### src/rtl/core/bmf_pkg.sv
// shared constants, payload types and state codes of the box mean filter
`default_nettype none
package bmf_pkg;

  localparam int MAX_WIDTH   = 1024;
  localparam int RADIUS      = 2;
  localparam int CHANNELS    = 4;
  localparam int SAMPLE_BITS = 16;

  localparam int LANES     = 4;
  localparam int LANE_W    = 16;
  localparam int WIN       = 2 * RADIUS + 1;
  localparam int RING_ROWS = 2 * RADIUS + 2;
  localparam int DEPTH     = RING_ROWS * MAX_WIDTH;
  localparam int ADDR_W    = $clog2(DEPTH);
  localparam int COL_W     = $clog2(MAX_WIDTH);
  localparam int DIM_W     = 11;
  localparam int ROW_W     = 11;
  localparam int RING_W    = $clog2(RING_ROWS);
  localparam int WIN_W     = $clog2(WIN);
  localparam int CNT_W     = $clog2(WIN * WIN + 1);
  localparam int SUM_W     = LANE_W + $clog2(WIN * WIN);
  localparam int STEP_W    = $clog2(SUM_W + 1);

  localparam logic [0:0] REG_FRAME_WIDTH  = 1'b0;
  localparam logic [0:0] REG_FRAME_HEIGHT = 1'b1;

  typedef struct packed {
    logic              mode;
    logic [LANE_W-1:0] sample_ch0;
    logic [LANE_W-1:0] sample_ch1;
    logic [LANE_W-1:0] sample_ch2;
    logic [LANE_W-1:0] sample_ch3;
  } in_item_t;

  typedef struct packed {
    logic [LANE_W-1:0] mean_ch0;
    logic [LANE_W-1:0] mean_ch1;
    logic [LANE_W-1:0] mean_ch2;
    logic [LANE_W-1:0] mean_ch3;
    logic              last_of_frame;
  } out_item_t;

  typedef logic [LANES-1:0][SUM_W-1:0] lane_sums_t;

  typedef enum logic [2:0] {
    S_IDLE,
    S_CHECK,
    S_SWEEP,
    S_TAIL,
    S_DIVGO,
    S_DIV
  } state_t;

endpackage
`default_nettype wire

### src/rtl/core/bmf_div.sv
// bit-serial restoring divider, all lanes share one divisor
`default_nettype none
module bmf_div (
  input  wire logic                           clk,
  input  wire logic                           rst,
  input  wire logic                           start,
  input  wire bmf_pkg::lane_sums_t            num,
  input  wire logic [bmf_pkg::CNT_W-1:0]      den,
  output logic                                done,
  output bmf_pkg::lane_sums_t                 quot
);

  logic                          busy;
  logic [bmf_pkg::STEP_W-1:0]    step;
  logic [bmf_pkg::CNT_W-1:0]     d;
  logic [bmf_pkg::CNT_W-1:0]     rem [bmf_pkg::LANES];
  logic [bmf_pkg::CNT_W:0]       trial [bmf_pkg::LANES];
  logic                          fits [bmf_pkg::LANES];

  // trial subtract per lane
  always_comb begin
    for (int l = 0; l < bmf_pkg::LANES; l++) begin
      trial[l] = {rem[l], quot[l][bmf_pkg::SUM_W-1]};
      fits[l]  = trial[l] >= {1'b0, d};
    end
  end

  // control
  always_ff @(posedge clk) begin
    if (rst) begin
      busy <= 1'b0;
      done <= 1'b0;
      step <= '0;
    end else begin
      done <= 1'b0;
      if (start) begin
        busy <= 1'b1;
        step <= '0;
      end else if (busy) begin
        step <= step + 1'b1;
        if (step == bmf_pkg::STEP_W'(bmf_pkg::SUM_W - 1)) begin
          busy <= 1'b0;
          done <= 1'b1;
        end
      end
    end
  end

  // datapath, quotient bits shift in where dividend bits leave
  always_ff @(posedge clk) begin
    if (start) begin
      d <= den;
      for (int l = 0; l < bmf_pkg::LANES; l++) begin
        rem[l]  <= '0;
        quot[l] <= num[l];
      end
    end else if (busy) begin
      for (int l = 0; l < bmf_pkg::LANES; l++) begin
        if (fits[l]) begin
          rem[l] <= bmf_pkg::CNT_W'(trial[l] - {1'b0, d});
        end else begin
          rem[l] <= trial[l][bmf_pkg::CNT_W-1:0];
        end
        quot[l] <= {quot[l][bmf_pkg::SUM_W-2:0], fits[l]};
      end
    end
  end

endmodule
`default_nettype wire

### config.mk
export PLATFORM = sky130hd
export DESIGN_NAME = bmf_div
export DESIGN_NICKNAME = d
export VERILOG_FILES = /design/src/rtl/core/bmf_pkg.sv /design/src/rtl/core/bmf_div.sv
export SDC_FILE = /design/constraint.sdc
export NUM_CORES = 1
export LEC_CHECK = 0
export BUFFER_PORTS_ARGS = -buffer_cell sky130_fd_sc_hd__buf_4
export CAP_MARGIN = 20
export CORE_MARGIN = 1.5
export CORE_UTILIZATION = 35
export CTS_BUF_LIST = sky130_fd_sc_hd__clkbuf_8
export CTS_CLUSTER_DIAMETER = 30
export CTS_CLUSTER_SIZE = 8
export DETAILED_ROUTE_END_ITERATION = 16
export PLACE_DENSITY = 0.61
export SLEW_MARGIN = 20
export SYNTH_ARGS = -nofsm -noshare
export SYNTH_HDL_FRONTEND = slang
export SYNTH_SLANG_ARGS = --single-unit
### constraint.sdc
create_clock -name clk -period 2.82 [get_ports clk]
set_input_delay 0.282 -clock clk [delete_from_list [all_inputs] [get_ports clk]]
set_output_delay 0.282 -clock clk [all_outputs]
set_load 0.1 [all_outputs]
==> impl_results.md, run 1 <==
* Wire length per cell at 15.9 microns
* Largest stage delay on the critical path at 0.48 ns
* Ys flop type: edfxtp_1
* Via/cell ratio at 4.76
* Total GRT Usage at 15.3%
* Commonest cells post-synth: edfxtp_1, mux2_2, nor2_1
* Warnings, synthesis at 0
* Clock Pin Slew Worst Setup and Hold Paths at 0.07 ns
* Reg-to-reg slack, setup at 0.61 ns
* Grt ovf at 0
* Initial antenna violation count at 0
* Dominant cell type by area after synthesis: edfxtp_1
* Resize count post-CTS at 0
* Reg2reg start: d[0]$_DFFE_PP_
* Reg-to-reg endpoint: rem[2][2]$_SDFFCE_PN0P_
* First-pass GRT wire length at 20.7 mm
* Syn_area_per_cell at 14.9 sq um
* Fin crit share at 78.4%
* Post-CTS Setup Inserts at 0
* Grt met3 use at 5.98%
* Number of buffers created by CTS at 17
* Startpoint types: flop
* Worst Clk Skew at 0.00466 ns
* Slowest stage cell on the critical path: edfxtp_1
* Die Area at 17300 sq um
* Post-synth EDFFs at 109
* Cells after Synth at 388
* Gr busiest metal: met2
* Max-slew violations at 0
* Critical path, cell by cell: ha_1 > fa_1 > nand2b_2 > a21oi_4 > o32ai_4 > mux2i_1 > nor2_1
* Final nets at 692
* CTS root buf: clkbuf_8
* Worst slew pin tran at 0.740 ns
* Kind of critical path: reg2reg
* Worst-case clock buffer depth at 2
* RSZ-0062 raised after global routing: false
* Final GP Congestion at 0.808
* Initial DRC count at 237
* Clk sinks at 116
* Filler cells at 1480
* Layout cells sized above 1 at 52.6%
* H-Tree Level Count at 4
* Area Growth Syn to Fin at 33.2%
* Required time of the critical path at 2.98 ns
* Detailed Place HPWL at 9.08 mm
* Inst Count DP at 768
* Hold depth at 1
* Vias in the first global route at 4111
* HP Start: den[0]
* Flops & latches, synth at 116
* Crit path DAT at 2.37 ns
* Met2 Usage GRT at 24.8%
* Static Leak at 0.00314 uW
* IO buf count at 176
* Synthesized area at 5790 sq um
* Power Dens Cells at 718 nW/um^2
* Post-layout power at 5530 uW
* Met1 GRT Util at 18.3%
* Status: complete, no violations
* CP max FO at 7
* # diodes at 0
* Die Y at 132 microns
* Count leader, synth: edfxtp_1
* Achievable clock frequency at 0.452 GHz
* Antenna viol nets, final at 0
* Setup crit end kind: flop
* Starting density of the core at 36.2%
* Setup TNS at 0 ns
* Async S/R FF share, synth at 0%
* DIE WIDTH at 132 microns
* Drt first pass iters at 4
* Post-synthesis sequential area ratio at 59.0%
* Pin count of the biggest net entering global routing at 54
* Final hold vios at 0
* Crit path time final at 2.21 ns
* Ranking of synthesized cells by area: edfxtp_1, mux2_2, ha_1
* Clk_lat worst skew at 0.42 ns
* Vias after detailed routing at 3826
* Total wire length at 12.8 mm
* Row count at 46
* Final Setup Violations at 0
* IO Pins at 177
* CTS tree: done
* Top-area cell type share of the netlist area at 56.6%
* Placeable Area at 16000 sq um
* Worst ir drop on vdd at 0.474 mV
* Hold endpoint: d[0]$_DFFE_PP_
* Residual DRC at 0
* R2r worst-path depth at 7
* Worst hold slack at 0.0468 ns
* Cell Count, Final, Fillers Out at 803
* Max transition margin at 50.7%
* Syn Nets at 506
* Max-Cap Viols at 0
* Cell variety after synth at 35
* Hold/Removal Path Class: in2reg
power breakdown:
| part | switching, uW | total [uW] | internal, uW |
|---|---|---|---|
| Combinational | 1360 | 1900 | 542 |
| Clock | 663 | 1420 | 756 |
| Sequential | 109 | 2210 | 2100 |
metal layers:
layer  vias up  part of all wire, %
met5         -                    0
met4         0                  1.5
met3        17                  6.2
met2       113                   49
met1      1854                   43
li1       1842                    -
placed cells by master (no fill, tap or decap), types with 2 or more instances in the layout:
master / count
xnor2_1: 6
o21ai_2: 2
ha_1: 22
nand3_1: 10
o31ai_1: 8
nor2_4: 3
mux2i_1: 9
a211oi_1: 2
o21ai_0: 6
dfxtp_1: 7
clkinv_1: 5
nand2b_1: 5
mux2_2: 82
edfxtp_1: 109
nor3_1: 9
a21oi_1: 6
nor2_2: 6
nand2b_2: 3
o32ai_4: 3
clkbuf_8: 17
clkinvlp_4: 2
xor2_1: 6
a21oi_4: 3
inv_1: 18
buf_4: 176
fa_1: 4
dlygate4sd3_1: 3
bufinv_16: 2
nor2_1: 23
clkinv_2: 5
nand2_1: 10
buf_12: 3
nand4_1: 5
registers in the layout, summed over array words and instances, names as in the netlist:
name / count
busy: 1
d: 5
done: 1
quot: 84
rem: 20
step: 5
per-stage QoR:
stage          cell area [sq um]  worst slack (ns)  util [%]
6_report                    7710             0.609      48.2
5_1_grt                     7710             0.418      48.2
3_3_place_gp                7320             0.662      45.8
3_5_place_dp                7320             0.591      45.8
2_1_floorplan               5790             0.208         -
4_1_cts                     7690             0.587      48.1
layout make-up:
class | instances | area (sq um) | area share (%)
Timing Repair Buffer | 182 | 1410 | 18.3
Tap cell | 216 | 270 | 3.51
Multi-Input combinational cell | 240 | 2190 | 28.5
Clock inverter | 15 | 123 | 1.59
Sequential cell | 116 | 3410 | 44.3
Inverter | 17 | 63.8 | 0.828
Clock buffer | 17 | 234 | 3.04
timing repair:
action | 4_1_cts | 5_1_grt
hold buffers | 1 | 2
setup endpoints to repair | 0 | 0
endpoints found under the hold margin | 1 | 2
critical path, delay by kind of cell (launching register included):
family | cells | cell delay, ns
adders and majority gates | 2 | 0.66
AOI/OAI and AO/OA | 2 | 0.34
and+or+nand+nor | 2 | 0.26
DFF | 1 | 0.48
muxes | 1 | 0.19
cells by family (layout without fill, tap and decap cells):
| group | count (synthesis) | count (layout) | share of synthesized area [%] |
|---|---|---|---|
| mux | 91 | 91 | 17.5 |
| simple gates | 78 | 78 | 7.05 |
| fa+ha+maj | 26 | 26 | 6.14 |
| flops | 116 | 116 | 59.0 |
| buf+inv | 32 | 231 | 3.14 |
| xor+xnor | 12 | 12 | 1.82 |
| compound gates | 33 | 33 | 5.34 |
worst max-delay path by stage:
stage | from | endpoint
floorplan | quot[62]$_DFFE_PP_ | rem[2][2]$_SDFFCE_PN0P_
global placement | d[1]$_DFFE_PP_ | rem[3][3]$_DFFE_PP_
detailed placement | d[1]$_DFFE_PP_ | rem[3][3]$_DFFE_PP_
CTS | d[1]$_DFFE_PP_ | rem[3][3]$_DFFE_PP_
global route | d[1]$_DFFE_PP_ | rem[3][3]$_DFFE_PP_
finish | d[0]$_DFFE_PP_ | rem[2][2]$_SDFFCE_PN0P_
No activity file was read; power rests on OpenSTA's default activity.
==> run 2: changes to the inputs <==
Clock period 2.82 ns to 2.3 ns, I/O delays scaled along.
==> run 2 against run 1 <==
Net effect:
- core utilization up 0.74 points
- count of clock-buffer cells in the layout did not move
- sequential cell count unchanged
- register-to-register slack worse by 0.39 ns
- setup slack got worse by 0.39 ns
- global-route usage is 0.53 points higher
- final cell count rose by 0.75%
- maximum frequency up 6.5%
- routed wire length rose by 4.1%
==> impl_results.md, run 2 (synthesis results as in run 1) <==
* Status: complete, no violations
* Final Setup Violations at 0
* Inst Count DP at 773
* Drt first pass iters at 4
* Number of buffers created by CTS at 17
* IO Pins at 177
* Initial DRC count at 203
* Power Dens Cells at 889 nW/um^2
* Hold/Removal Path Class: in2reg
* Switching Fraction at 38.1%
* Worst Clk Skew at 0.0103 ns
* Residual DRC at 0
* DIE WIDTH at 132 microns
* Fin crit share at 90.3%
* Setup Slack @ Placement at 0.222 ns
* Layout cells sized above 1 at 54.3%
* CP max FO at 7
* Max-slew violations at 0
* Detailed Place HPWL at 9.52 mm
* Seq pwr share at 39.0%
* Kind of critical path: reg2reg
* Pin count of the biggest net entering global routing at 51
* Largest stage delay on the critical path at 0.45 ns
* Initial antenna violation count at 0
* Vias in the first global route at 4140
* Worst-case clock buffer depth at 2
* Footprint of the multi-input gates at 2230 sq um
* Total GRT Usage at 15.8%
* Max-Cap Viols at 0
* Clk_lat worst skew at 0.43 ns
* Post-layout power at 6960 uW
* Row count at 46
* Clk sinks at 116
* Vias after detailed routing at 3834
* Setup crit end kind: flop
* Register Area at 3410 sq um
* Clock Pin Slew Worst Setup and Hold Paths at 0.07 ns
* Setup TNS at 0 ns
* Final hold vios at 0
* Antenna viol nets, final at 0
* Biggest registers after layout: quot x84, rem x20
* Required time of the critical path at 2.46 ns
* Area Growth Syn to Fin at 35.3%
* Resize count post-CTS at 0
* Largest register FFs at 84
* Worst ir drop on vdd at 0.614 mV
* Via/cell ratio at 4.74
* Placeable Area at 16000 sq um
* Die Area at 17300 sq um
* Slowest stage cell on the critical path: edfxtp_1
* CTS root buf: clkbuf_8
* Fin worst setup slack at 0.224 ns
* Achievable clock frequency at 0.482 GHz
* Worst Path Buf+Inv at 1
* Critical path, cell by cell: ha_1 > inv_1 > fa_2 > a21oi_2 > o21ai_2 > nor2_4 > mux2i_1 > nor2_1
* # diodes at 0
* Die Y at 132 microns
* Final nets at 700
* H-Tree Level Count at 4
* IO buf count at 176
* Internal power at 4310 uW
* Startpoint types: flop
* Crit path time final at 2.08 ns
* CTS tree: done
* CP top delay family: adder cells
* Total wire length at 13.3 mm
* Most frequent cells in the layout: buf_4, edfxtp_1, mux2_2
* Crit path DAT at 2.23 ns
* Max transition margin at 68.1%
* Most common cell after layout, fill and taps aside: buf_4
* First-pass GRT wire length at 21.4 mm
* RSZ-0062 raised after global routing: false
* Grt ovf at 0
* Starting density of the core at 36.2%
* Switching power at 2650 uW
* Clock power share at 26.9%
* Wire length per cell at 16.4 microns
* Static Leak at 0.00320 uW
* Final GP Congestion at 0.824
* Part of the power in combinational logic at 34.1%
* Largest register by flop count: quot
* Worst slew pin tran at 0.479 ns
* Cell Count, Final, Fillers Out at 809
* Filler cells at 1438
* Post-CTS Setup Inserts at 0
[run 2: layer usage]
layer	GRT usage, %	vias to the layer above	share of wire [%]
met3	6.56	8	7.3
met5	0	-	0
li1	-	1856	-
met4	3.95	0	0.63
met2	25.6	117	49
met1	19.5	1853	43
[run 2: per-stage QoR]
step                utilization, %  cell area [sq um]  hold WS, ns
floorplan                        -               5830        0.302
global placement              46.2               7390        0.411
detailed placement            46.2               7390        0.411
CTS                           48.9               7830       0.0628
global route                  48.9               7830       0.0628
finish                        48.9               7830       0.0946
[run 2: power by group through the flow]
stage               combinational (uW)  clock (uW)  sequential [uW]
global placement                  2350           0             2750
CTS                               2390        1940             2720
detailed placement                2380           0             2750
floorplan                          691           0             3890
global route                      2490        2010             2740
finish                            2370        1870             2710
[run 2: worst paths after layout]
| path | to | depth (start not counted) | start | slack [ns] |
|---|---|---|---|---|
| worst min-delay path | quot[21]$_DFFE_PP_ | 3 | num[21] | 0.09 |
| worst min register to register | done$_SDFF_PP0_ | 2 | step[4]$_SDFFE_PP0P_ | 0.53 |
| worst max register to register | rem[3][3]$_DFFE_PP_ | 8 | d[0]$_DFFE_PP_ | 0.22 |
| worst max-delay path | rem[3][3]$_DFFE_PP_ | 8 | d[0]$_DFFE_PP_ | 0.22 |
[run 2: tightest hold or removal path: stages]
cell and delay [ns]:
buf_4 0.08, nand2_1 0.04, o21ai_0 0.06
[run 2: repair_timing]
action                                  in CTS  in global routing
endpoints found under the setup margin       0                  0
hold buffers                                 6                  0
endpoints found under the hold margin       11                  0
[run 2: final cells by class]
class / count / area share (%)
Clock buffer: 17 / 2.99
Sequential cell: 116 / 43.6
Tap cell: 216 / 3.45
Inverter: 17 / 0.815
Multi-Input combinational cell: 240 / 28.5
Timing Repair Buffer: 190 / 18.7
Clock inverter: 13 / 1.85
==> run 3: changes to the inputs <==
Clock period 2.3 ns to 2.4 ns, I/O delays scaled along.
==> run 3 against run 2 <==
Net effect:
- via count fell by 0.10%
- maximum frequency is 1.4% lower
- routed wire length down 0.26%
- total power fell by 7.2%
- first-iteration DRC count up 5.4%
- highest routed layer unchanged
==> impl_results.md, run 3 (synthesis results as in run 1) <==
* Status: complete, no violations
* Fin crit share at 87.7%
* Worst-case clock buffer depth at 2
* Via/cell ratio at 4.74
* Max-slew violations at 0
* Number of buffers created by CTS at 17
* Grt ovf at 0
* Crit-path most repeated cell: inv_1
* CTS root buf: clkbuf_8
* H-Tree Level Count at 4
* Drt first pass iters at 5
* Biggest registers after layout: quot x84, rem x20
* Final Setup Violations at 0
* Power Dens Cells at 833 nW/um^2
* Worst slew pin tran at 0.684 ns
* Clock power share at 24.6%
* HP Start: rst
* Antenna viol nets, final at 0
* Most common cell after layout, fill and taps aside: buf_4
* Post-CTS Setup Inserts at 0
* Reg2reg start: quot[83]$_DFFE_PP_
* Setup crit end kind: flop
* IO buf count at 176
* Worst Clk Skew at 0.0104 ns
* CTS tree: done
* Max transition margin at 54.4%
* Internal power at 3910 uW
* Clk sinks at 116
* Max-Cap Viols at 0
* Crit path from: quot[83]$_DFFE_PP_
* Vias in the first global route at 4190
* Wire length per cell at 16.4 microns
* Row count at 46
* DIE WIDTH at 132 microns
* Startpoint types: flop
* Reg-to-reg endpoint: rem[3][3]$_DFFE_PP_
* Crit path time final at 2.11 ns
* Reg-to-reg slack, setup at 0.29 ns
* Initial antenna violation count at 0
* Worst ir drop on vdd at 0.354 mV
* Static Leak at 0.00316 uW
* Die Y at 132 microns
* Total GRT Usage at 15.8%
* Final hold vios at 0
* First-pass GRT wire length at 21.6 mm
* Post-layout power at 6460 uW
* CP max FO at 7
* Residual DRC at 0
* Achievable clock frequency at 0.475 GHz
* Total wire length at 13.3 mm
* Die Area at 17300 sq um
* Final nets at 697
* Critical path, cell by cell: inv_1 > ha_1 > inv_1 > fa_2 > a21oi_2 > o21ai_2 > nor2_4 > mux2i_1 > nor2_1
* Final GP Congestion at 0.830
* Required time of the critical path at 2.58 ns
* Layout cells sized above 1 at 53.9%
* Most frequent cells in the layout: buf_4, edfxtp_1, mux2_2
* Slowest stage cell on the critical path: edfxtp_1
* Placeable Area at 16000 sq um
* R2r worst-path depth at 9
* Largest register FFs at 84
* Setup crit end: rem[3][3]$_DFFE_PP_
* Pin count of the biggest net entering global routing at 105
* Kind of critical path: reg2reg
* Clk_lat worst skew at 0.43 ns
* Vias after detailed routing at 3830
* Starting density of the core at 36.2%
* Clock Pin Slew Worst Setup and Hold Paths at 0.07 ns
* Hold/Removal Path Class: in2reg
* Area Growth Syn to Fin at 33.9%
* Seq pwr share at 40.3%
* Detailed Place HPWL at 9.26 mm
* Crit path DAT at 2.28 ns
* # diodes at 0
* Switching Fraction at 39.4%
* Worst hold slack at 0.0456 ns
* Part of the power in combinational logic at 35.1%
* RSZ-0062 raised after global routing: false
* Largest register by flop count: quot
* Initial DRC count at 214
* IO Pins at 177
* Largest stage delay on the critical path at 0.43 ns
* Switching power at 2540 uW
run 3: cell count changes in the layout (fill, tap and decap cells not counted):
cell,delta
clkinvlp_4,+2
dlygate4sd3_1,-1
buf_4,-1
clkinv_1,+1
bufinv_16,-2
inv_1,+2
buf_12,-1
clkinv_4,-1
run 3: metal layers:
layer	part of all wire [%]	vias to the layer above	track usage, %	wire (microns)
li1	-	1843	-	-
met1	43	1874	19.4	5750
met2	49	107	25.5	6540
met3	6.6	6	6.25	878
met4	0.70	0	4.69	93
met5	0	-	0	0
run 3: cell type report:
cell class / count / area [sq um]
clock buffer: 17 / 234
clock inverter: 15 / 103
fill: 1474 / 8250
inverter: 17 / 63.8
multi-input combinational: 240 / 2230
sequential: 116 / 3410
tap: 216 / 270
timing repair buffer: 187 / 1430
run 3: worst min path at each step:
| stage | depth (start not counted) | slack (ns) | endpoint |
|---|---|---|---|
| floorplan | 1 | 0.31 | busy$_SDFF_PP0_ |
| global placement | 1 | 0.42 | d[4]$_DFFE_PP_ |
| detailed placement | 1 | 0.42 | d[3]$_DFFE_PP_ |
| CTS | 2 | 0.0003 | step[0]$_SDFFE_PP0P_ |
| global route | 2 | 0.02 | step[2]$_SDFFE_PP0P_ |
| finish | 2 | 0.05 | step[0]$_SDFFE_PP0P_ |
run 3: power groups by stage:
stage	logic, uW	registers (uW)	clock network [uW]
floorplan	662	3730	0
global placement	2240	2640	0
detailed placement	2270	2640	0
CTS	2280	2600	1660
global route	2380	2630	1740
finish	2270	2600	1590
run 3: metrics by stage:
stage          area (sq um)  setup WS, ns  util, %  std cells  TNS (ns)
2_1_floorplan          5830        -0.104        -        388     -1.13
3_5_place_dp           7360         0.316     46.0        771         0
5_1_grt                7750         0.135     48.4        808         0
4_1_cts                7750         0.307     48.4        808         0
3_3_place_gp           7360         0.390     46.0        771         0
6_report               7750         0.295     48.4        808         0
run 3: worst max-delay path, delay by kind of cell (launching register included):
kind / cells / cell delay (ns)
buffers and inverters: 2 / 0.15
AO/OA/AOI/OAI: 2 / 0.31
adder cells (fa/ha/maj): 2 / 0.52
multiplexers: 1 / 0.20
AND/OR/NAND/NOR: 2 / 0.24
flip-flops: 1 / 0.43
run 3: repair_timing:
action                                 in CTS  in global routing
resized for setup                           0                  0
hold buffers                                5                  0
endpoints found under the hold margin       5                  0
